`config.mk`:
```
export PLATFORM = sky130hd
export DESIGN_NAME = hktl_crc
export DESIGN_NICKNAME = d
export VERILOG_FILES = /design/src/rtl/core/hashed_key_sorted_table_lookup_assert.svh /design/src/rtl/core/hktl_pkg.sv /design/src/rtl/core/hktl_crc.sv
export SDC_FILE = /design/constraint.sdc
export NUM_CORES = 1
export LEC_CHECK = 0
export BUFFER_PORTS_ARGS = -buffer_cell sky130_fd_sc_hd__clkbuf_2
export CAP_MARGIN = 25
export CORE_ASPECT_RATIO = 0.8
export CORE_MARGIN = 1.5
export CORE_UTILIZATION = 35
export CTS_CLUSTER_SIZE = 24
export DETAILED_ROUTE_END_ITERATION = 7
export HOLD_SLACK_MARGIN = 0.05
export SLEW_MARGIN = 20
export SYNTH_ARGS = -nofsm -noshare
export SYNTH_HDL_FRONTEND = slang
export SYNTH_SLANG_ARGS = --single-unit
```
`constraint.sdc`:
```
create_clock -name clk -period 2.4 [get_ports clk]
set_input_delay 0.24 -clock clk [delete_from_list [all_inputs] [get_ports clk]]
set_output_delay 0.24 -clock clk [all_outputs]
set_load 0.03 [all_outputs]
```
`src/rtl/core/hashed_key_sorted_table_lookup_assert.svh`:
```
// assertion macros shared by the lookup block
`ifndef HASHED_KEY_SORTED_TABLE_LOOKUP_ASSERT_SVH
`define HASHED_KEY_SORTED_TABLE_LOOKUP_ASSERT_SVH
`ifndef NO_ASSERTIONS
// consequent checked in the same cycle as the antecedent
`define HKTL_ASSERT_SAME(label, clk, rst_n, ante, cons, msg) \
	label: assert property (@(posedge clk) disable iff (!rst_n) (ante) |-> (cons)) \
		else $error(msg);
// consequent checked in the cycle after the antecedent
`define HKTL_ASSERT_NEXT(label, clk, rst_n, ante, cons, msg) \
	label: assert property (@(posedge clk) disable iff (!rst_n) (ante) |=> (cons)) \
		else $error(msg);
`else
`define HKTL_ASSERT_SAME(label, clk, rst_n, ante, cons, msg)
`define HKTL_ASSERT_NEXT(label, clk, rst_n, ante, cons, msg)
`endif
`endif

```
`src/rtl/core/hktl_pkg.sv`:
```
`timescale 1ns / 1ps

package hktl_pkg;

	// command codes on the action field
	typedef enum logic [1:0] {
		ACT_LOAD   = 2'd0,
		ACT_KEY    = 2'd1,
		ACT_SEARCH = 2'd2,
		ACT_CLEAR  = 2'd3
	} action_t;

	// reflected crc-32 constants
	localparam logic [31:0] CRC_INIT = 32'hFFFF_FFFF;
	localparam logic [31:0] CRC_POLY = 32'hEDB8_8320;

	// ascii case folding
	localparam logic [7:0] CHAR_LOWER_A = 8'h61;
	localparam logic [7:0] CHAR_LOWER_Z = 8'h7A;
	localparam logic [7:0] CASE_FOLD    = 8'd32;

	// one lookup answer
	typedef struct packed {
		logic        found;
		logic [31:0] offset;
		logic [31:0] hash;
	} res_t;

	// fold one key byte to upper case and run it through the crc
	function automatic logic [31:0] crc_byte(input logic [31:0] crc, input logic [7:0] ch);
		logic [7:0]  c;
		logic [31:0] r;
		c = ch;
		if (c >= CHAR_LOWER_A && c <= CHAR_LOWER_Z) begin
			c = c - CASE_FOLD;
		end
		r = crc ^ {24'd0, c};
		for (int i = 0; i < 8; i++) begin
			r = (r >> 1) ^ (CRC_POLY & {32{r[0]}});
		end
		return r;
	endfunction

endpackage

```
`src/rtl/core/hktl_crc.sv`:
```
`timescale 1ns / 1ps

module hktl_crc (
	input  logic        clk,
	input  logic        arst_n,
	input  logic        char_en,
	input  logic        last_char,
	input  logic [7:0]  key_char,
	output logic [31:0] crc_next
);

	logic [31:0] crc_q;

	// crc including the byte now presented
	assign crc_next = hktl_pkg::crc_byte(crc_q, key_char);

	// running crc, restarted after the final byte of a key
	always_ff @(posedge clk or negedge arst_n) begin
		if (!arst_n) begin
			crc_q <= hktl_pkg::CRC_INIT;
		end else if (char_en) begin
			crc_q <= last_char ? hktl_pkg::CRC_INIT : crc_next;
		end
	end

endmodule

```
* Yosys cells after proc, flatten, opt, wreduce, memory -nomap -nowiden
Index checks and enable logic that the tools add are counted.
** Cells by class
- $add $sub $neg :: 1
- Magnitude comparators :: 2
- Muxes and demuxes :: 2
- Bitwise gates (word level) :: 9
- Reduce and logical (&&, ||, !) cells :: 1
** Operators with widths (number)
- 31-bit by 32-bit bitwise XOR with 32-bit output :: 8
- 32-bit two-way mux :: 1
- 32-bit by 8-bit bitwise XOR with 32-bit output :: 1
- 8-bit by 7-bit greater-or-equal comparator with 1-bit output (second input constant) :: 1
- 8-bit by 7-bit <= comparator with 1-bit output (second input constant) :: 1
- 8-bit two-way mux :: 1
- 8-bit by 6-bit subtractor with 8-bit output (second input constant) :: 1
- 1-bit logical AND :: 1
** Word-level totals
- Bits in registers :: 32
- Input bits :: 12
- Output and inout bits :: 32

* Depth between registers and ports, before layout
- Depth in word-level cells :: 13
- Depth in mapped cells :: 8
- Depth with buffers taken out :: 8

* Worst setup path after synthesis
No wires, ideal clock.
- Path type :: in2reg
- Start point :: input port key_char[2]
- End point :: register crc_q[5]
- Library setup time :: 61 ps
- Arrival :: 2785 ps
- Setup slack :: -446 ps
- Stages :: 7
- Path buffers :: 0
- Cells stage by stage :: or4_1 o21bai_2 nor3_2 xnor3_1 xnor2_1 xor2_1 o22a_1
** Between the ends
- Cells in the longest elaborated chain, start to end :: 13
** RTL lines
- start: declaration :: RTL line hktl_crc.sv:8 : input logic [7:0] key_char,
- 8-bit by 7-bit greater-or-equal comparator with 1-bit output / 8-bit by 7-bit <= comparator with 1-bit output (equally long branches) :: RTL line hktl_pkg.sv:34 : if (c >= CHAR_LOWER_A && c <= CHAR_LOWER_Z) begin
- 1-bit logical AND :: RTL line hktl_pkg.sv:34
- 8-bit two-way mux * :: RTL line hktl_pkg.sv:34
- 32-bit by 8-bit bitwise XOR with 32-bit output * :: RTL line hktl_pkg.sv:37 : r = crc ^ {24'd0, c};
- 31-bit by 32-bit bitwise XOR with 32-bit output * (8 in series) :: RTL line hktl_pkg.sv:39 : r = (r >> 1) ^ (CRC_POLY & {32{r[0]}});
- named net crc_next[5] :: RTL line hktl_crc.sv:9 : output logic [31:0] crc_next
- 32-bit two-way mux * :: RTL line hktl_crc.sv:22 : crc_q <= last_char ? hktl_pkg::CRC_INIT : crc_next;
- end signal: assignment :: RTL line hktl_crc.sv:20 : crc_q <= hktl_pkg::CRC_INIT;
- end signal: assignment :: RTL line hktl_crc.sv:22
- end: declaration :: RTL line hktl_crc.sv:12 : logic [31:0] crc_q;
Mark *: on every way through the listed nets, which the timed path passes. The rest lies on a longest branch.
A chain may end at the register's enable or synchronous reset.

* Worst setup path in the final report
- Start point :: register crc_q[1]
- End point :: output port crc_next[19]
** Between the ends
- Cells in the longest elaborated chain, start to end :: 9
** RTL lines (RTL line)
- 32-bit by 8-bit bitwise XOR with 32-bit output :: hktl_pkg.sv:37
- 31-bit by 32-bit bitwise XOR with 32-bit output (8 in series) :: hktl_pkg.sv:39
- end: declaration :: hktl_crc.sv:9
No other way between the ends.

==> impl_results.md <==
* Final Hold Vio Count at 0
* Layout Skew at roughly 0.0065 ns
* Commonest cells after routing, fill and taps aside: 55 x buf_4, 32 x dfstp_2, 31 x o22a_1
* Largest net degree at the start of global routing at 34
* Reg2Reg Setup Slack at 0.02 ns
* N_diodes at 0
* Site Rows at 24
* Cell area after synthesis at around 2000 sq um
* Die Ht at 71.3 um
* Clk buf depth at 2
* DRT Wirelength at about 6100 um
* GRT met2 Usage at 30.5%
* Endpoint class of the critical path: output port
* I/O Pins at 44
* Die X at about 90 um
* Clock Latency Late Sink at 0.28 ns
* DP HPWL at about 3900 um
* Nets at 284
* Final period utilization at 112%
* Largest area contributor in the netlist: dfstp_2
* CP max FO at 3
* Initial antenna violation count at 0
* Synth unique cells at 25
* DR iter-0 viols at 38
* Critical Path, Cell by Cell: xor2_4, xor2_2, xor3_2, xor2_4, xnor3_2, buf_8
* Vias in the first global route at 1753
* Layer with the highest usage: met2
* Die ar. at roughly 6300 sq um
* Setup CP Type: flop to output port
* CTS Sinks at 32
* Finish-stage setup viols at 26
* RSZ-0062 raised after global routing: yes
* HP Class: input pin to async pin
* Top cells by area, synth: dfstp_2 41%, xnor2_1 20%, o22a_1 13%
* Commonest non-fill, non-tap cell in the layout: buf_4
* Sequential area share after synthesis at between 40% and 50%
* Minimum clock period at 2.68 ns
* Crit-path slowest cell: dfstp_2
* Failing checks: setup timing
* Htree depth at 2
* CP startpoint kind: flop
* Post-Place Cells at between 300 and 400
* TritonCTS clock tree: done
* Largest Register: crc_q
* Relative slew slack at a little under half
* Initial Util at 36.9%
* Layout cells sized above 1 at 76.4%
* Worst Max-Slew Pin Slew at just over 0.8 ns
* First-pass GRT wire length at ~9400 um
* # port buffers at 43
* Clk slew on worst S/H paths at 0.07 ns
* Gate Count Post-Synth at 159
* Setup WS post-layout at -0.282 ns
* Met3 Use GR at about 4.5%
* Worst path required time at approximately 2.2 ns
* Top Registers: crc_q x32
* Layout area overhead at 86.7%
* Final ANT Viol Nets at 0
* Net Count, Synth at approximately 170
* Met1 Use GR at between 20% and 30%
* Max Transition Viols Final at 0
* Max Clk Rate at 373 MHz
* Max Cap Viol at 0
* Total track usage at 19.8%
* Core area at 5530 sq um
* Via density at 4.62
* Routed wire per std cell at about 18 um
* Max reg flops at 32
* Synth warnings at 0
* Drt drc at 0
* Syn Area/Cell at between 10 and 15 sq um
* Post-synth top area share at 41.3%
* CP arrival at between 2 and 2.5 ns
* Outcome: finished, violations left
* Via count at 1611
* Congestion Overflow GR at 0
* Worst path max stage delay at roughly 0.6 ns
* CTS buffer count at 5
* Pre-antenna DRT Iters at 4
* Root Buffer: clkbuf_8
* Worst path most repeated cell: xor2_4
* Fin cells at roughly 350
* Seq cells post-synth at 32
* Placer Congestion at 0.787
[critical path, delay by kind of cell, from the launching register on]
| kind | cells | cell delay (ns) |
|---|---|---|
| buffers and inverters | 1 | 0.16 |
| flip-flops | 1 | 0.59 |
| XOR/XNOR | 5 | 1.42 |
[synthesized netlist by cell type]
cell,n
o21bai_2,1
nand2b_1,1
xnor2_1,47
o22a_2,1
dfstp_2,32
nor3_2,1
o31ai_4,1
xor2_2,3
inv_1,2
nor2_1,1
nand2_1,2
xor2_1,17
buf_1,1
xnor3_1,1
xor2_4,3
xnor2_2,1
ha_1,1
clkbuf_1,6
xnor3_2,1
or4_1,1
xor3_2,1
o31ai_2,1
nand3_1,1
o22a_1,31
a21oi_1,1
[through the flow]
step | worst slack (ns) | cell area (sq um) | setup TNS (ns) | hold WS, ns | utilization (%)
finish | -0.282 | 3810 | -4.40 | 0.450 | 68.9
global route | -0.349 | 3810 | -6.44 | 0.558 | 68.9
CTS | -0.191 | 3360 | -2.41 | 0.522 | 60.8
detailed placement | -0.247 | 2900 | -3.74 | 0.564 | 52.4
global placement | -0.229 | 2900 | -3.02 | 0.560 | 52.4
floorplan | -0.303 | 2270 | -2.20 | 0.0922 | -
[logic make-up after synthesis]
kind of cell | count (synthesis) | synth area share, %
buffers and inverters | 9 | 1.66
and+or+nand+nor | 7 | 1.96
adders and majority gates | 1 | 0.614
DFF | 32 | 41.3
xor gates and xnor gates | 74 | 38.2
AOI/OAI and AO/OA | 36 | 16.3
[per-layer routing]
metal	part of all wire, %	up-vias
met4	1.4	0
met5	0	-
met2	50	30
met3	3.1	8
met1	46	810
li1	-	763
[final cells by class]
type	count	area, sq um
Fill cell	390	1720
Clock inverter	1	5.00
Inverter	2	7.51
Tap cell	78	97.6
Multi-Input combinational cell	118	1750
Sequential cell	32	841
Clock buffer	6	72.6
Timing Repair Buffer	112	1030
[path summary, 6_finish.rpt]
check,from,endpoint,cells after the start
max in group asynchronous,arst_n,crc_q[5],1
setup / recovery,crc_q[1],crc_next[19],6
hold / removal,arst_n,crc_q[8],1
hold reg to reg,crc_q[25],crc_q[25],1
setup reg to reg,crc_q[1],crc_q[21],10
min in group clk,crc_q[25],crc_q[25],1
[repair_timing]
action	CTS	global route
setup buffers	8	19
endpoints found under the setup margin	22	28
gates resized for setup	55	75
hold buffers	0	0
pin swaps	9	25
Power is left out: the tool's default activity adds up to more than one toggle a clock period on the data nets, which glitch-free logic cannot reach.
