==> src/rtl/core/hashed_key_sorted_table_lookup_assert.svh <==
// assertion macros shared by the lookup block
`ifndef HASHED_KEY_SORTED_TABLE_LOOKUP_ASSERT_SVH
`define HASHED_KEY_SORTED_TABLE_LOOKUP_ASSERT_SVH
`ifndef NO_ASSERTIONS
// consequent checked in the same cycle as the antecedent
`define HKTL_ASSERT_SAME(label, clk, rst_n, ante, cons, msg) \
	label: assert property (@(posedge clk) disable iff (!rst_n) (ante) |-> (cons)) \
		else $error(msg);
// consequent checked in the cycle after the antecedent
`define HKTL_ASSERT_NEXT(label, clk, rst_n, ante, cons, msg) \
	label: assert property (@(posedge clk) disable iff (!rst_n) (ante) |=> (cons)) \
		else $error(msg);
`else
`define HKTL_ASSERT_SAME(label, clk, rst_n, ante, cons, msg)
`define HKTL_ASSERT_NEXT(label, clk, rst_n, ante, cons, msg)
`endif
`endif

==> src/rtl/core/hktl_pkg.sv <==
`timescale 1ns / 1ps

package hktl_pkg;

	// command codes on the action field
	typedef enum logic [1:0] {
		ACT_LOAD   = 2'd0,
		ACT_KEY    = 2'd1,
		ACT_SEARCH = 2'd2,
		ACT_CLEAR  = 2'd3
	} action_t;

	// reflected crc-32 constants
	localparam logic [31:0] CRC_INIT = 32'hFFFF_FFFF;
	localparam logic [31:0] CRC_POLY = 32'hEDB8_8320;

	// ascii case folding
	localparam logic [7:0] CHAR_LOWER_A = 8'h61;
	localparam logic [7:0] CHAR_LOWER_Z = 8'h7A;
	localparam logic [7:0] CASE_FOLD    = 8'd32;

	// one lookup answer
	typedef struct packed {
		logic        found;
		logic [31:0] offset;
		logic [31:0] hash;
	} res_t;

	// fold one key byte to upper case and run it through the crc
	function automatic logic [31:0] crc_byte(input logic [31:0] crc, input logic [7:0] ch);
		logic [7:0]  c;
		logic [31:0] r;
		c = ch;
		if (c >= CHAR_LOWER_A && c <= CHAR_LOWER_Z) begin
			c = c - CASE_FOLD;
		end
		r = crc ^ {24'd0, c};
		for (int i = 0; i < 8; i++) begin
			r = (r >> 1) ^ (CRC_POLY & {32{r[0]}});
		end
		return r;
	endfunction

endpackage

==> src/rtl/core/hktl_search.sv <==
`timescale 1ns / 1ps
`include "hashed_key_sorted_table_lookup_assert.svh"

module hktl_search #(
	parameter int AW = 10,
	parameter int CW = 9
) (
	input  logic              clk,
	input  logic              arst_n,
	input  logic              launch,
	input  logic [31:0]       launch_hash,
	input  logic [AW-1:0]     launch_base,
	input  logic [CW-1:0]     launch_count,
	output logic              busy,
	output logic              rd_en,
	output logic [AW-1:0]     rd_addr,
	input  logic [63:0]       rd_data,
	output logic              done,
	output hktl_pkg::res_t    res
);

	typedef enum logic {
		S_IDLE,
		S_PROBE
	} state_t;

	state_t          state_q;
	logic [CW-1:0]   lo_q;
	logic [CW-1:0]   hi_q;
	logic [CW-1:0]   mid_q;
	logic            pend_q;
	logic [31:0]     hash_q;
	logic [AW-1:0]   base_q;
	logic            done_q;
	hktl_pkg::res_t  res_q;

	logic [31:0]     rd_hash;
	logic            hit;
	logic [CW-1:0]   nlo;
	logic [CW-1:0]   nhi;
	logic [CW-1:0]   nmid;
	logic            go;

	// compare the entry read last cycle and narrow the window
	assign rd_hash = rd_data[63:32];
	assign hit     = pend_q && (rd_hash == hash_q);

	always_comb begin
		nlo = lo_q;
		nhi = hi_q;
		if (pend_q) begin
			if (rd_hash < hash_q) begin
				nlo = mid_q + CW'(1);
			end else begin
				nhi = mid_q;
			end
		end
	end

	assign nmid = nlo + ((nhi - nlo) >> 1);
	assign go   = !hit && (nlo < nhi);

	// next probe is issued in the same cycle as the compare
	assign rd_en   = (state_q == S_PROBE) && go;
	assign rd_addr = base_q + AW'(nmid);

	assign busy = (state_q != S_IDLE);
	assign done = done_q;
	assign res  = res_q;

	// search sequencer and registered result
	always_ff @(posedge clk or negedge arst_n) begin
		if (!arst_n) begin
			state_q <= S_IDLE;
			lo_q    <= '0;
			hi_q    <= '0;
			mid_q   <= '0;
			pend_q  <= 1'b0;
			hash_q  <= '0;
			base_q  <= '0;
			done_q  <= 1'b0;
			res_q   <= '0;
		end else begin
			done_q <= 1'b0;
			case (state_q)
				S_IDLE: begin
					if (launch) begin
						state_q <= S_PROBE;
						lo_q    <= '0;
						hi_q    <= launch_count;
						pend_q  <= 1'b0;
						hash_q  <= launch_hash;
						base_q  <= launch_base;
					end
				end
				S_PROBE: begin
					if (hit) begin
						state_q      <= S_IDLE;
						pend_q       <= 1'b0;
						done_q       <= 1'b1;
						res_q.found  <= 1'b1;
						res_q.offset <= rd_data[31:0];
						res_q.hash   <= hash_q;
					end else if (!go) begin
						state_q      <= S_IDLE;
						pend_q       <= 1'b0;
						done_q       <= 1'b1;
						res_q.found  <= 1'b0;
						res_q.offset <= '0;
						res_q.hash   <= hash_q;
					end else begin
						lo_q   <= nlo;
						hi_q   <= nhi;
						mid_q  <= nmid;
						pend_q <= 1'b1;
					end
				end
				default: begin
					state_q <= S_IDLE;
				end
			endcase
		end
	end

	`HKTL_ASSERT_SAME(a_probe_in_window, clk, arst_n, rd_en, nmid < nhi, "probe outside window")
	`HKTL_ASSERT_NEXT(a_done_one_cycle, clk, arst_n, done_q, !done_q, "result strobe held")
	`HKTL_ASSERT_SAME(a_end_with_result, clk, arst_n, $fell(busy), done_q, "search ended silently")
	`HKTL_ASSERT_SAME(a_miss_zero_offset, clk, arst_n, done_q && !res_q.found, res_q.offset == '0, "miss with offset")

endmodule
==> config.mk <==
export PLATFORM = sky130hd
export DESIGN_NAME = hktl_search
export DESIGN_NICKNAME = d
export VERILOG_FILES = /design/src/rtl/core/hktl_pkg.sv /design/src/rtl/core/hktl_search.sv
export VERILOG_INCLUDE_DIRS = /design/src /design/src/rtl/core
export SDC_FILE = /design/constraint.sdc
export NUM_CORES = 1
export LEC_CHECK = 0
export BUFFER_PORTS_ARGS = -buffer_cell sky130_fd_sc_hd__buf_2
export CORE_MARGIN = 1.5
export CORE_UTILIZATION = 40
export DETAILED_ROUTE_END_ITERATION = 10
export HOLD_SLACK_MARGIN = 0.15
export SLEW_MARGIN = 5
export SYNTH_ARGS = -nofsm -noshare
export SYNTH_HDL_FRONTEND = slang
export SYNTH_SLANG_ARGS = --single-unit
==> constraint.sdc <==
create_clock -name clk -period 10.7 [get_ports clk]
set_clock_uncertainty 0.05 [all_clocks]
set_input_delay 0.535 -clock clk [delete_from_list [all_inputs] [get_ports clk]]
set_output_delay 0.535 -clock clk [all_outputs]
set_load 0.02 [all_outputs]
---- Yosys cells after proc, flatten, opt, wreduce, memory -nomap -nowiden ----
Cells that the tools add are included.
Widths: inputs -> output; s select.
storage, ports and cells
  flip-flop bits (word level) ............. 137
  bits of input ports ..................... 118
  logic and storage cells ................. 55
cells by class
  $add $sub $neg .......................... 4
  order comparisons ....................... 2
  equal/unequal tests ..................... 5
  mux-type cells .......................... 23
  bitwise operators ....................... 2
  reduce and logical (&&, ||, !) cells .... 8
operators with widths
  cell                 count
  $mux 65              2
  $mux 9               10
  $pmux 9 s2           2
  $eq 32x32->1         1
  $lt 32x32->1         1
  $add 10x9->10        1
  $add 9x1->9 const B  1
  $add 9x8->9          1
  $lt 9x9->1           1
  $sub 9x9->9          1
  $mux 1               7
  $ne 2x2->1 const B   3
  $reduce_and 3->1     2
  $pmux 1 s2           2
  $reduce_and 2->1     2
  $logic_and 1x1->1    3
  $ne 2x1->1 const B   1
  $not 1->1            2
  $logic_not 1->1      1

---- Longest topological paths before layout ----
Gate-level depths: netlist (run 1).
  depth after elaboration ................. 8
  depth in mapped cells ................... 29
  gate-level depth less buffers ........... 28

---- Least setup slack after synthesis (run 1) ----
OpenSTA, ideal clock, no wires.
  path type ............................... in2out
  start ................................... in rd_data[46]
  end ..................................... out rd_addr[9]
  data arrival time ....................... 5.644 ns
  slack ................................... 4.471 ns
  stages on the path ...................... 26
  cells stage by stage .................... ha_1 > nand4_2 > nor3_2 > a21boi_1 > o41a_1 > nor3_2 > buf_6 > mux2i_1 > ha_1 > inv_1 > fa_1 > a21o_1 > a21oi_1 > o21bai_1 > a21oi_1 > xnor2_1 > ha_1 > o21ai_0 > a21oi_1 > nor2_1 > xnor2_1 > ha_1 > a21oi_1 > o21ai_0 > or4_1 > nand3_1
on the way
  cells in the longest elaborated chain, start to end .. 6
  elaborated cells on any way between the ends .. 8
RTL lines
  what               line               RTL
  start, declared    hktl_search.sv:17  input logic [63:0] rd_data,
  $lt 32x32->1 (*)   hktl_search.sv:52  if (rd_hash < hash_q) begin
  $mux 9             hktl_search.sv:52
  $mux 9             hktl_search.sv:51  if (pend_q) begin
  $sub 9x9->9        hktl_search.sv:60  assign nmid = nlo + ((nhi - nlo) >> 1);
  $add 9x8->9 (*)    hktl_search.sv:60
  net nmid[6]        hktl_search.sv:41  logic [CW-1:0] nmid;
  $add 10x9->10 (*)  hktl_search.sv:65  assign rd_addr = base_q + AW'(nmid);
  end, declared      hktl_search.sv:16  output logic [AW-1:0] rd_addr,
The timed path passes the listed nets; every way through them passes the cells marked *.

---- Final worst setup path (run 1) ----
  start ................................... reg hash_q[30]
  end ..................................... out rd_addr[9]
on the way
  cells in the longest elaborated chain, start to end .. 6
  elaborated cells on any way between the ends .. 8
RTL lines
  what                    line               RTL
  start, declared         hktl_search.sv:32  logic [31:0] hash_q;
  start signal, assigned  hktl_search.sv:92  hash_q <= launch_hash;
  $lt 32x32->1 (*)        hktl_search.sv:52
  $mux 9                  hktl_search.sv:52
  $mux 9                  hktl_search.sv:51
  $sub 9x9->9             hktl_search.sv:60
  $add 9x8->9 (*)         hktl_search.sv:60
  net nmid[6]             hktl_search.sv:41
  $add 10x9->10 (*)       hktl_search.sv:65
Marked as above.

==> flow_summary.json, run 1 <==
{
  "routed_via_density": 5.10,
  "use_met2_pct": 33.9,
  "tightest_slew_ns": 1.05,
  "synth_xor_area_share_pct": 3.13,
  "layout_commonest_cell": "buf_2",
  "root_buffer": "clkbuf_16",
  "wl_mm": 18.7,
  "cts_setup_buffers": 0,
  "die_h_um": 138,
  "grt_pass1_wl_mm": 29.5,
  "max_freq_mhz": 137,
  "synth_mux_area_share_pct": 8.74,
  "path_class": "flop to output port",
  "start_kind": "flop",
  "antenna_found_initial": 0,
  "synthDistinctLibCells": 60,
  "synthFlopType": "dfrtp_1",
  "drt_pass1_iterations": 6,
  "die_x_um": 138,
  "layoutNonFillerInstCount": 1116,
  "slew_headroom_pct": 30.2,
  "path_max_fanout": 16,
  "dpl.hpwl_mm": 14.0,
  "drc": 0,
  "htreeDepth": 4,
  "final_antenna_net_count": 0,
  "avgSynthCellArea_um2": 10.7,
  "core_um2": 17900,
  "start_util_pct": 40.7,
  "gr-usage-met3_pct": 5.12,
  "yosys.area_share.simple_pct": 10.5,
  "cp.required_ns": 10.12,
  "slew_viol_final": 0,
  "avgRoutedWirePerCell_um": 16.8,
  "drt-initial-drc-count": 228,
  "layout-drive-gt1-share_pct": 35.0,
  "final-setup-viol-count": 0,
  "rsz0062_at_grt": "false",
  "synth_edf_count": 0,
  "hold_class": "input pin to flop",
  "synth_top_family_by_area": "compound AO/OA/AOI/OAI gates",
  "fin_crit_ns": 7.32,
  "clk_latency_ns": 0.42,
  "hold_violations": 0,
  "area_growth_pct": 25.3,
  "synth_async_sr_flop_share_pct": 100,
  "first_global_vias": 5714,
  "cts_sinks": 137,
  "fillers": 1679,
  "io_buffers": 195,
  "grtUsageMet1_pct": 26.0,
  "row_count": 49,
  "drv_cap": 0,
  "synthesis.instances": 679,
  "routabilityCongestion": 0.851,
  "syn_nets": 859,
  "mostFrequentLayoutCells": "194 x buf_2, 137 x dfrtp_1, 86 x nand2_1",
  "synth.cell_area_um2": 7280,
  "end_kind": "output port",
  "synth_seq_cells": 137,
  "arrival_ns": 6.73,
  "clk_pin_slew_ns": 0.07,
  "routed-via-count": 5694,
  "fin_tns_setup_ns": 0,
  "grt_overflow": 0,
  "grt-busiest-layer": "met2",
  "track_usage_pct": 20.4,
  "nets": 1053,
  "cts_made_buffers": 17,
  "ys_warn_count": 0,
  "multi_input_area_um2": 3560,
  "cts_tree": "yes",
  "synthAdderAreaFrac_pct": 11.0,
  "regArea_um2": 3430,
  "status": "finished, final reports clean",
  "seq_area_frac_synth_pct": 47.1,
  "clk_path_buf_depth": 2,
  "dp_cells": 1082,
  "synth_compound_area_share_pct": 15.4,
  "die_area_um2": 19000,
  "grt_max_degree": 72,
  "min_period_over_period_pct": 68.4,
  "num_io_pins": 196
}
[final timing paths]
kind	cells past startpoint	start	endpoint	slack (ns)
max	27	hash_q[30]	rd_addr[9]	3.38
min	3	launch_base[3]	base_q[3]	0.25
max reg2reg	21	hash_q[30]	mid_q[7]	5.11
min reg2reg	2	base_q[9]	base_q[9]	0.43
max in group asynchronous	3	arst_n	res[25]	8.64
min in group asynchronous	2	arst_n	res[33]	0.64
[what timing repair did]
action | 4_1_cts | 5_1_grt
resized for setup | 0 | 0
endpoints found under the setup margin | 0 | 0
hold endpoints to repair | 70 | 0
hold buffers | 1 | 0
[synth_stat cells, types with 2 or more instances]
master	number	area (µm²)
dfrtp_1	137	3430
nand2_1	87	327
ha_1	59	738
inv_1	53	199
mux2_2	53	597
o21ai_0	43	215
a22o_1	32	280
a21oi_1	29	145
xnor2_1	19	166
nor2_1	17	63.8
clkbuf_1	14	52.6
nand3_1	10	50.1
and3_1	9	56.3
nand4_1	9	56.3
o22ai_1	9	56.3
a2bb2oi_1	8	70.1
a31o_2	7	61.3
nor2b_1	7	43.8
xor2_1	7	61.3
a21o_1	5	37.5
buf_1	5	18.8
buf_2	5	25.0
mux2i_1	4	40.0
fa_1	3	60.1
o21a_1	3	22.5
o21bai_1	3	22.5
a221oi_1	2	17.5
nand2b_1	2	12.5
nor3_1	2	10.0
nor3_2	2	20.0
nor4_1	2	12.5
o31a_1	2	17.5
o31ai_1	2	15.0
or2_2	2	12.5
[per-stage QoR]
| step | utilization (%) | instance area, µm² | hold WS [ns] | setup slack, ns |
|---|---|---|---|---|
| after floorplan | - | 7280 | 0.189 | 4.47 |
| after global placement | 47.4 | 8480 | 0.406 | 3.65 |
| after detailed placement | 47.4 | 8480 | 0.412 | 3.54 |
| after CTS | 50.9 | 9120 | 0.236 | 3.36 |
| after global routing | 50.9 | 9120 | 0.248 | 2.60 |
| final | 51.0 | 9120 | 0.250 | 3.38 |
[routing by layer]
layer | vias up | routed length (µm)
li1 | 2813 | -
met1 | 2688 | 8430
met2 | 170 | 8660
met3 | 23 | 1380
met4 | 0 | 269
met5 | - | 0
[flip-flops by register name, indices dropped and copies added (netlist names)]
signal and count:
done 1, pend_q 1, busy 1, res 65, mid_q 9, base_q 10, hi_q 9, lo_q 9
hash_q 32
[logic make-up after synthesis]
logic type                 after synthesis
buffers and inverters                   78
DFF                                    137
muxes                                   57
and+or+nand+nor                        159
adders and majority gates               62
xor gates and xnor gates                26
AOI/OAI and AO/OA                      160
[worst max-delay path, cell delays in order (launching register included)]
cell and delay [ns]:
dfrtp_1 0.38, inv_1 0.09, ha_1 0.25, nand4_1 0.16, nor3_1 0.08, a221oi_1 0.27
o21ai_1 0.25, nor3_2 0.83, mux2i_1 0.35, ha_1 0.21, inv_1 0.05, fa_1 0.39
a21o_1 0.17, a21oi_1 0.26, o21bai_1 0.09, a21oi_1 0.18, xnor2_1 0.09, ha_1 0.33
o21ai_0 0.09, a21oi_1 0.17, nor2_1 0.07, xnor2_1 0.21, ha_1 0.32, a21oi_1 0.15
o21ai_0 0.15, or4_1 0.44, nand3_1 0.11, buf_2 0.17
[area by class of cell]
class	instances	share of cell area, %
antenna	1	0.0274
clock buffer	18	4.81
clock inverter	14	2.04
inverter	53	2.18
multi-input combinational	464	39.0
sequential	137	37.6
tap	229	3.14
timing repair buffer	200	11.2
Power of run 1 is left out: the tool's default activity adds up to more than one toggle a clock period on the data nets, which glitch-free logic cannot reach.
==> run 2: changes to the inputs <==
- PLACE_DENSITY: unset -> 0.66
- clock period: 10.7 -> 6.09 ns (I/O delays scaled with it)
==> run 2 against run 1 <==
  * The flow now finishes with violations (setup timing)
  * Register-to-register slack lost 4.1 ns
  * Via count grew 13%
  * Global-route usage grew 0.78 points
  * Count of clock-buffer cells in the layout is the same
==> flow_summary.json, run 2 (synthesis gave the netlist of run 1 again) <==
{
  "root_buffer": "clkbuf_16",
  "cts_made_buffers": 17,
  "core_um2": 17900,
  "dpl.hpwl_mm": 13.2,
  "drt_pass1_iterations": 5,
  "grt-busiest-layer": "met2",
  "layout_commonest_cell": "buf_2",
  "row_count": 49,
  "grt_max_degree": 74,
  "layout-drive-gt1-share_pct": 45.6,
  "largest_reg_flops": 65,
  "grt_pass1_wl_mm": 30.9,
  "die_area_um2": 19000,
  "grtUsageMet1_pct": 26.7,
  "max_freq_mhz": 157,
  "avgRoutedWirePerCell_um": 16.5,
  "cts_tree": "yes",
  "drc": 0,
  "antenna_found_initial": 2,
  "hold_class": "input pin to flop",
  "clk_latency_ns": 0.42,
  "wl_mm": 20.8,
  "htreeDepth": 4,
  "fin_crit_ns": 6.38,
  "tightest_slew_ns": 1.06,
  "crit_buf_inv": 6,
  "slew_viol_final": 0,
  "grt_overflow": 0,
  "clk_pin_slew_ns": 0.07,
  "use_met2_pct": 36.2,
  "cp.required_ns": 5.74,
  "routed-via-count": 6417,
  "clk_path_buf_depth": 2,
  "routed_via_density": 5.10,
  "slew_headroom_pct": 29.1,
  "cp_common_cell": "buf_6",
  "nets": 1195,
  "routabilityCongestion": 0.842,
  "setup_ws_ns": -0.293,
  "min_period_over_period_pct": 105,
  "cpPeakStageDelay_ns": 0.51,
  "end_kind": "output port",
  "path_max_fanout": 4,
  "num_io_pins": 196,
  "area_growth_pct": 51.4,
  "drt-initial-drc-count": 239,
  "io_buffers": 195,
  "regArea_um2": 3430,
  "multi_input_area_um2": 4160,
  "rsz0062_at_grt": "true",
  "fin_hold_ws_ns": 0.180,
  "violations": "setup timing",
  "final-setup-viol-count": 3,
  "hold_violations": 0,
  "cp_top_family": "compound AO/OA/AOI/OAI gates",
  "start_util_pct": 40.7,
  "fillers": 1403,
  "drv_cap": 0,
  "die_h_um": 138,
  "die_x_um": 138,
  "mostFrequentLayoutCells": "189 x buf_2, 137 x dfrtp_1, 86 x nand2_1",
  "start_kind": "flop",
  "cts_sinks": 137,
  "gr-usage-met3_pct": 5.37,
  "path_class": "flop to output port",
  "final_antenna_net_count": 0,
  "status": "complete, but fails checks",
  "cp_slowest_cell": "or4_4",
  "track_usage_pct": 21.2,
  "first_global_vias": 6184,
  "arrival_ns": 6.03
}
==> run 2: cell count changes in the layout (fill, tap and decap cells not counted), sizes merged <==
cell / previous run / this run
buf: 199 / 265
bufinv: 3 / 1
clkinv: 4 / 3
clkinvlp: 2 / 1
diode: 1 / 2
dlygate4sd3: 1 / 77
inv: 58 / 62
==> run 2: area by class of cell <==
type                            instances  area share (%)
Clock inverter                         14            1.38
Sequential cell                       137            31.1
Timing Repair Buffer                  342            21.4
Inverter                               53            1.83
Tap cell                              229            2.60
Antenna cell                            2          0.0454
Multi-Input combinational cell        464            37.7
Clock buffer                           18            3.98
==> run 2: per-layer routing <==
metal  vias to the layer above  wire (µm)
met4                         0        172
met3                        16       1390
li1                       3097          -
met1                      3096       8960
met2                       208      10300
met5                         -          0
==> run 2: worst paths after layout <==
kind | slack [ns] | from | endpoint | cells after the start
max | -0.29 | hash_q[11] | rd_addr[9] | 30
min | 0.18 | launch_count[2] | hi_q[2] | 3
max reg2reg | 1.03 | hash_q[11] | mid_q[8] | 24
min reg2reg | 0.42 | res[64] | res[64] | 1
max in group asynchronous | 4.22 | arst_n | hash_q[24] | 3
min in group asynchronous | 0.40 | arst_n | res[11] | 2
==> run 2: worst min-delay path, cell delays in order <==
cell and delay (ns):
buf_2 0.08, o22ai_1 0.06, a2bb2oi_1 0.15
==> run 2: timing repair <==
action	CTS	global route
setup buffers	23	15
endpoints found under the setup margin	7	5
pin swaps	34	43
resized for setup	81	56
hold endpoints to repair	144	0
hold buffers	77	0
==> run 2: metrics by stage <==
step | cell area [µm²] | worst slack, ns | util (%) | cells | setup TNS (ns)
finish | 11000 | -0.293 | 61.6 | 1259 | -0.441
floorplan | 7280 | 0.276 | - | 679 | 0
global placement | 8710 | -0.422 | 48.6 | 1110 | -1.08
detailed placement | 8710 | -0.524 | 48.6 | 1110 | -1.37
global route | 11000 | -0.532 | 61.6 | 1258 | -1.27
CTS | 10600 | -0.0812 | 59.4 | 1242 | -0.0812
Power of run 2 is left out for the same reason.
==> run 3: changes to the inputs <==
- CAP_MARGIN: unset -> 20
- SKIP_LAST_GASP: unset -> 1
==> run 3 against run 2 <==
  * The run still ends with setup timing left
  * Maximum frequency grew 1.7%
  * Register-to-register slack gained 0.04 ns
  * Global-route usage is essentially flat
  * Sequential share of layout area grew 0.35 points
  * Worst hold slack gained 0.0041 ns
  * Count of clock-buffer cells in the layout is the same
  * Die area is the same
  * Via count shrank 1.1%
  * Non-clock buffer count shrank 5
  * Critical path type unchanged
==> flow_summary.json, run 3 (synthesis gave the netlist of run 1 again) <==
{
  "largest_reg_flops": 65,
  "die_area_um2": 19000,
  "layout-drive-gt1-share_pct": 44.2,
  "cp.depth": 30,
  "drv_cap": 0,
  "slew_headroom_pct": 30.4,
  "fin_crit_ns": 6.28,
  "fin_hold_ws_ns": 0.184,
  "end_kind": "output port",
  "clk_pin_slew_ns": 0.07,
  "arrival_ns": 5.92,
  "path_max_fanout": 4,
  "cp-startpoint": "hash_q[11]",
  "row_count": 49,
  "grt_overflow": 0,
  "area_growth_pct": 49.7,
  "slew_viol_final": 0,
  "drc": 0,
  "crit_buf_inv": 6,
  "routed-via-count": 6347,
  "cp_top_family": "compound AO/OA/AOI/OAI gates",
  "layout_commonest_cell": "buf_2",
  "start_kind": "flop",
  "start_util_pct": 40.7,
  "r2r_start": "hash_q[11]",
  "final_antenna_net_count": 0,
  "io_buffers": 195,
  "drt-initial-drc-count": 261,
  "cp_common_cell": "buf_6",
  "clk_latency_ns": 0.42,
  "die_x_um": 138,
  "tightest_slew_ns": 1.04,
  "hold_class": "input pin to flop",
  "wl_mm": 20.4,
  "setup_ws_ns": -0.186,
  "rsz0062_at_grt": "true",
  "grt_max_degree": 74,
  "routed_via_density": 5.06,
  "drt_pass1_iterations": 4,
  "nets": 1190,
  "hold_depth": 3,
  "track_usage_pct": 21.1,
  "grt_pass1_wl_mm": 30.9,
  "avgRoutedWirePerCell_um": 16.3,
  "final-setup-viol-count": 3,
  "cpPeakStageDelay_ns": 0.50,
  "cts_made_buffers": 17,
  "htreeDepth": 4,
  "clk_path_buf_depth": 2,
  "mostFrequentLayoutCells": "189 x buf_2, 137 x dfrtp_1, 86 x nand2_1",
  "worstHoldStart": "launch_count[4]",
  "root_buffer": "clkbuf_16",
  "dpl.hpwl_mm": 13.2,
  "max_freq_mhz": 159,
  "cp_slowest_cell": "or4_4",
  "cp.required_ns": 5.74,
  "path_class": "flop to output port",
  "cts_tree": "yes",
  "cts_sinks": 137,
  "routabilityCongestion": 0.842,
  "status": "complete, but fails checks",
  "antenna_found_initial": 2,
  "hold_violations": 0,
  "core_um2": 17900,
  "violations": "setup timing",
  "num_io_pins": 196,
  "dp_worst_setup_slack_ns": -0.524,
  "reg2regPathDepth": 27,
  "die_h_um": 138,
  "min_period_over_period_pct": 103,
  "first_global_vias": 6190
}
## run 3: cell count changes in the layout (fill, tap and decap cells not counted), sizes merged
cell	before	now
buf	265	260
## run 3: layout make-up
| type | count | area [µm²] |
|---|---|---|
| well taps | 229 | 287 |
| clock buffers | 18 | 439 |
| multi-input cells | 464 | 4070 |
| clock inverters | 14 | 153 |
| repair buffers | 337 | 2320 |
| flip-flops and latches | 137 | 3430 |
| fillers | 1416 | 7000 |
| diodes | 2 | 5.00 |
| inverters | 53 | 201 |
## run 3: worst register-to-register path: stages, from the launching register on
cell,delay [ns]
dfrtp_1,0.38
inv_2,0.08
ha_4,0.20
nand4_1,0.18
nor3_2,0.07
a21boi_2,0.15
o41a_1,0.41
buf_6,0.15
o21ai_4,0.19
buf_6,0.15
mux2i_2,0.23
ha_2,0.22
inv_2,0.04
fa_2,0.33
a21o_1,0.18
a21oi_2,0.16
o21bai_1,0.08
a21oi_1,0.19
xnor2_1,0.14
ha_1,0.28
o21ai_2,0.08
a21oi_2,0.06
buf_4,0.13
nor4_2,0.16
nor2_1,0.12
and3_4,0.20
buf_4,0.13
o31ai_2,0.19
## run 3: stage by stage
step	cell area [µm²]	TNS, ns	util (%)	std cells
after floorplan	7280	0	-	679
after global placement	8710	-1.08	48.6	1110
after detailed placement	8710	-1.37	48.6	1110
after CTS	10600	-0.0951	59.4	1242
after global routing	10900	-1.17	60.9	1253
final	10900	-0.257	60.9	1254
## run 3: timing repair
item                                    in CTS  in global routing
gates resized for setup                     74                 43
pin swaps                                   34                 32
endpoints found under the hold margin      144                  0
buffers inserted                            23                 10
endpoints found under the setup margin       7                  5
hold buffers                                77                  0
## run 3: final timing paths
kind	slack, ns	end
min in group asynchronous	0.40	res[11]
hold / removal	0.18	hi_q[4]
max in group asynchronous	4.22	hash_q[24]
setup reg to reg	1.07	mid_q[8]
setup / recovery	-0.19	rd_addr[9]
hold reg to reg	0.42	res[64]
## run 3: metal layers
metal  up-vias  track usage (%)  routed length, µm
li1       3087                -                  -
met1      3061             26.7               8790
met2       182             36.1              10000
met3        17             5.37               1420
met4         0             5.44                191
met5         -                0                  0
Power of run 3 is left out for the same reason.
